**config.mk**
```make
export PLATFORM = sky130hd
export DESIGN_NAME = ntt_bfly
export DESIGN_NICKNAME = d
export VERILOG_FILES = /design/src/hdl/ntt_pkg.sv /design/src/hdl/ntt_bfly.sv
export SDC_FILE = /design/constraint.sdc
export NUM_CORES = 2
export LEC_CHECK = 0
export BUFFER_PORTS_ARGS = -buffer_cell sky130_fd_sc_hd__buf_4
export CORE_ASPECT_RATIO = 1.1
export CORE_MARGIN = 2
export CORE_UTILIZATION = 60
export CTS_BUF_LIST = sky130_fd_sc_hd__clkbuf_8
export DETAILED_ROUTE_END_ITERATION = 10
export MAX_ROUTING_LAYER = met4
export PLACE_DENSITY = 0.77
export RECOVER_POWER = 25
export SYNTH_ARGS = -nofsm -noshare
export SYNTH_HDL_FRONTEND = slang
export SYNTH_SLANG_ARGS = --single-unit
```
**constraint.sdc**
```tcl
create_clock -name clk_i -period 25 [get_ports clk_i]
set_clock_uncertainty 0.05 [all_clocks]
set_input_delay 3.75 -clock clk_i [delete_from_list [all_inputs] [get_ports clk_i]]
set_output_delay 3.75 -clock clk_i [all_outputs]
set_load 0.01 [all_outputs]
```
**src/hdl/ntt_pkg.sv**
```systemverilog
// Shared types and constants for the 256-point NTT engine over Z_3329.
// Holds action codes, butterfly modes, arithmetic constants and the zeta table.
// No dependencies.
`default_nettype none
package ntt_pkg;

  localparam int POLY_LEN = 256;
  localparam int IDX_W    = $clog2(POLY_LEN);
  localparam int COEF_W   = 16;

  localparam logic [1:0] ACT_WRITE = 2'd0;
  localparam logic [1:0] ACT_FWD   = 2'd1;
  localparam logic [1:0] ACT_INV   = 2'd2;
  localparam logic [1:0] ACT_READ  = 2'd3;

  localparam logic signed [15:0] MODQ      = 16'sd3329;
  localparam logic [15:0]        QINV      = 16'd62209;
  localparam logic signed [15:0] BARRETT_V = 16'sd20159;
  localparam logic signed [15:0] INV_SCALE = 16'sd1441;

  typedef enum logic [1:0] {
    MODE_FWD,
    MODE_INV,
    MODE_SCALE
  } mode_e;

  typedef struct packed {
    mode_e              mode;
    logic signed [15:0] zeta;
  } bfly_ctl_t;

  // Kyber zetas, Montgomery form, bit-reversed order
  localparam logic signed [15:0] ZETA [128] = '{
    -16'sd1044, -16'sd758, -16'sd359, -16'sd1517, 16'sd1493, 16'sd1422, 16'sd287, 16'sd202,
    -16'sd171, 16'sd622, 16'sd1577, 16'sd182, 16'sd962, -16'sd1202, -16'sd1474, 16'sd1468,
    16'sd573, -16'sd1325, 16'sd264, 16'sd383, -16'sd829, 16'sd1458, -16'sd1602, -16'sd130,
    -16'sd681, 16'sd1017, 16'sd732, 16'sd608, -16'sd1542, 16'sd411, -16'sd205, -16'sd1571,
    16'sd1223, 16'sd652, -16'sd552, 16'sd1015, -16'sd1293, 16'sd1491, -16'sd282, -16'sd1544,
    16'sd516, -16'sd8, -16'sd320, -16'sd666, -16'sd1618, -16'sd1162, 16'sd126, 16'sd1469,
    -16'sd853, -16'sd90, -16'sd271, 16'sd830, 16'sd107, -16'sd1421, -16'sd247, -16'sd951,
    -16'sd398, 16'sd961, -16'sd1508, -16'sd725, 16'sd448, -16'sd1065, 16'sd677, -16'sd1275,
    -16'sd1103, 16'sd430, 16'sd555, 16'sd843, -16'sd1251, 16'sd871, 16'sd1550, 16'sd105,
    16'sd422, 16'sd587, 16'sd177, -16'sd235, -16'sd291, -16'sd460, 16'sd1574, 16'sd1653,
    -16'sd246, 16'sd778, 16'sd1159, -16'sd147, -16'sd777, 16'sd1483, -16'sd602, 16'sd1119,
    -16'sd1590, 16'sd644, -16'sd872, 16'sd349, 16'sd418, 16'sd329, -16'sd156, -16'sd75,
    16'sd817, 16'sd1097, 16'sd603, 16'sd610, 16'sd1322, -16'sd1285, -16'sd1465, 16'sd384,
    -16'sd1215, -16'sd136, 16'sd1218, -16'sd1335, -16'sd874, 16'sd220, -16'sd1187, -16'sd1659,
    -16'sd1185, -16'sd1530, -16'sd1278, 16'sd794, -16'sd1510, -16'sd854, -16'sd870, 16'sd478,
    -16'sd108, -16'sd308, 16'sd996, 16'sd991, 16'sd958, -16'sd1460, 16'sd1522, 16'sd1628
  };

endpackage
`default_nettype wire

```
**src/hdl/ntt_bfly.sv**
```systemverilog
// Shared butterfly unit: three register stages of products and Montgomery /
// Barrett reduction. Depends on ntt_pkg.
`default_nettype none
module ntt_bfly
  import ntt_pkg::*;
(
  input  wire logic               clk_i,
  input  wire bfly_ctl_t          ctl_i,
  input  wire logic signed [15:0] a_i,
  input  wire logic signed [15:0] b_i,
  output logic signed [15:0]      new_a_o,
  output logic signed [15:0]      new_b_o
);

  logic signed [15:0] opnd, zmul, sum;
  logic signed [31:0] prod_d;
  logic [31:0]        qinv_prod;
  logic signed [31:0] bar_prod;
  logic signed [31:0] red_d;
  logic signed [31:0] bar_d;

  logic signed [15:0] a_q, sum_q, t_q, r_q, bar_q;
  logic signed [31:0] prod_q, prod2_q;
  logic signed [5:0]  bt_q;
  logic signed [15:0] sum2_q, a2_q, a3_q;

  always_comb begin
    sum  = a_i + b_i;
    opnd = (ctl_i.mode == MODE_INV) ? 16'(b_i - a_i) : b_i;
    zmul = (ctl_i.mode == MODE_SCALE) ? INV_SCALE : ctl_i.zeta;
    prod_d = 32'(zmul) * 32'(opnd);
  end

  // stage 2: Montgomery quotient and Barrett quotient in parallel
  assign qinv_prod = 32'(prod_q[15:0]) * 32'(QINV);
  assign bar_prod  = 32'(sum_q) * 32'(BARRETT_V) + 32'sh0200_0000;

  // stage 3: final corrections
  assign red_d = prod2_q - 32'(t_q) * 32'(MODQ);
  assign bar_d = 32'(sum2_q) - 32'(bt_q) * 32'(MODQ);

  always_ff @(posedge clk_i) begin
    a_q     <= a_i;
    sum_q   <= sum;
    prod_q  <= prod_d;
    t_q     <= qinv_prod[15:0];
    bt_q    <= bar_prod[31:26];
    prod2_q <= prod_q;
    sum2_q  <= sum_q;
    a2_q    <= a_q;
    r_q     <= red_d[31:16];
    bar_q   <= bar_d[15:0];
    a3_q    <= a2_q;
  end

  always_comb begin
    if (ctl_i.mode == MODE_FWD) begin
      new_a_o = a3_q + r_q;
      new_b_o = a3_q - r_q;
    end else begin
      new_a_o = bar_q;
      new_b_o = r_q;
    end
  end

endmodule
`default_nettype wire

```
==> out/results.txt <==
Outcome = completed
Most frequent cells in the layout = 837 x inv_1, 471 x fa_1, 471 x ha_1
DR WL/cell = 17.1 um
Synth Warn # = 0
I/O pin total = 83
Startpoint Class = input port
Avg Vias per Cell = 5.27
Synth area leaders = fa_1 33%, ha_1 21%, dfxtp_1 13%, inv_1 11%, xnor2_1 3.6%
Synth cell types = 66
Top cell type by total area after synthesis = fa_1
Post-layout net count = 4,129
Final Hold Viols = 0
Max Freq = 83.7 MHz
Worst-case clock buffer depth = 2
CTS tree = done
Reg clk slew, reported paths = 110 ps
Final hold slack = 281 ps
Cell mode on critical path = fa_1
Netlist Area Pre-Place = 28,600 um2
CTS Buf Count = 17
Post-Syn Area per Cell = 9.27 um2
DIE WIDTH = 212 um
Vias in the first global route = 21,500
Post-cts resize count = 0
HPWL Detailed = 55.7 mm
Core footprint = 46,800 um2
Worst EP required = 25,400 ps
Depth of the CTS H-tree = 4
Ys async rst share = 0
Synth-to-Final Area Change = 5.95%
Peak fanout along the critical path = 16
Post-synthesis sequential area ratio = 0.133
Slew @ Worst Pin = 1300 ps
Share of the synthesized area in the top cell type = 0.330
Reg2reg path depth = 19
Pre-Repair DR Iteration Count = 5
PortBufs = 82
Detailed Route Iter0 Violations = 1,145
Most common cell after layout, fill and taps aside = inv_1
Total routed wirelength = 64.7 mm
Die footprint = 49,400 um2
Mapped Cells = 3,081
WS Path Type = input port to register
Mapped Nets = 4,074
Placer congestion estimate = 0.917
# DRC = 0
Hold path depth = 0
Crit. End Element = register
Period utilization = 0.478
Worst-skew pair later-pin latency = 510 ps
Top_reg_cell synth = dfxtp_1
Max-Cap Viols = 0
Post-synth EDFFs = 0
Clock Root Buffer = clkbuf_8
Final Max Slew Viols = 0
Layout cell share with drive strength beyond 1 = 0.0499
Critical Path Slowest Stage Cell = o21ai_1
Minimum clock period = 11,950 ps
Fill count = 3,765
Largest net degree at the start of global routing = 56
Initial antenna violation count = 2
Yosys reg bits = 190
Dpl cells = 3,754
Delay of the slowest cell on the worst path = 990 ps
Hold WC Path Type = register to register
Final Non-Filler Cells = 3,788
Normalized max-slew margin = 0.127
GRT overflow = 0
Global-route wire length before repair = 107 mm
RSZ-0062 raised after global routing = false
Sinks on Clock Net = 190
# rows = 83
Setup tns final = 0 ps
Core Util, Final = 0.646
Routed Antenna Nets = 0
Final setup vio count = 0
Die Height = 233 um
Post-cts hold buffer count = 0
Via Count = 19,900
Setup Fix Bufs, Post-CTS = 0
GRT Total Usage = 0.285
Initial core utilization = 0.610
Crit path DAT = 12,350 ps
state kept, by name, summed over array words and instances, names as in the netlist:
name	flops
a_q	16
sum_q	16
a2_q	16
bar_q	16
sum2_q	16
a3_q	16
prod_q	32
r_q	16
prod2_q	32
bt_q	6
t_q	8
critical path: cells and delay by family:
kind / cells / cell delay [ps]
adder cells (fa/ha/maj): 9 / 3860
AO/OA/AOI/OAI: 13 / 3850
buffers and inverters: 6 / 390
AND/OR/NAND/NOR: 2 / 280
XOR/XNOR: 2 / 210
path summary, 6_finish.rpt:
path | startpoint | end | slack, ps
max | b_i[0] | prod_q[31]$_DFF_P_ | 13060
min | a2_q[12]$_DFF_P_ | a3_q[12]$_DFF_P_ | 280
min reg2reg | a2_q[12]$_DFF_P_ | a3_q[12]$_DFF_P_ | 280
max reg2reg | sum_q[9]$_DFF_P_ | bt_q[1]$_DFF_P_ | 18630
cell type report:
type | instances | area [um2] | area share
sequential | 190 | 3800 | 0.126
clock buffer | 17 | 234 | 0.00773
clock inverter | 15 | 185 | 0.00612
tap | 637 | 797 | 0.0263
multi-input combinational | 1994 | 21400 | 0.706
inverter | 837 | 3140 | 0.104
timing repair buffer | 96 | 721 | 0.0238
antenna | 2 | 5.00 | 0.000165
stage by stage:
stage | setup WS (ps) | cell area (um2)
global placement | 12750 | 29800
floorplan | 13850 | 28600
finish | 13060 | 30300
CTS | 13160 | 30300
detailed placement | 12580 | 29800
global route | 12590 | 30300
cells by family after synthesis:
group           share of synthesized area
mux                               0.00346
buf+inv                             0.118
fa+ha+maj                           0.536
flops                               0.133
simple gates                       0.0908
xor+xnor                           0.0478
compound gates                     0.0700
cell usage after synthesis (all sizes together), types with 4 or more instances:
library cell and number:
a211oi 13, a21o 27, a21oi 87, a31o 4, a31oi 13, and2 33
and3 9, buf 11, clkbuf 49, dfxtp 190, fa 471, ha 471
inv 837, mux2i 4, nand2 226, nand2b 31, nand3 20, nand4 6
nor2 164, nor2b 29, nor3 31, nor4 4, o211ai 12, o21a 22
o21ai 77, o21bai 14, o31a 5, o31ai 5, o41ai 6, or2 12
or3 11, xnor2 119, xor2 36
layer usage:
layer,part of all wire,track usage,vias to the layer above
met5,0,-,-
met4,0.031,0.101,0
met3,0.050,0.0286,123
met2,0.50,0.498,558
met1,0.42,0.344,9795
li1,-,-,9468
Power is left out: the tool's default activity adds up to more than one toggle a clock period on the data nets, which glitch-free logic cannot reach.
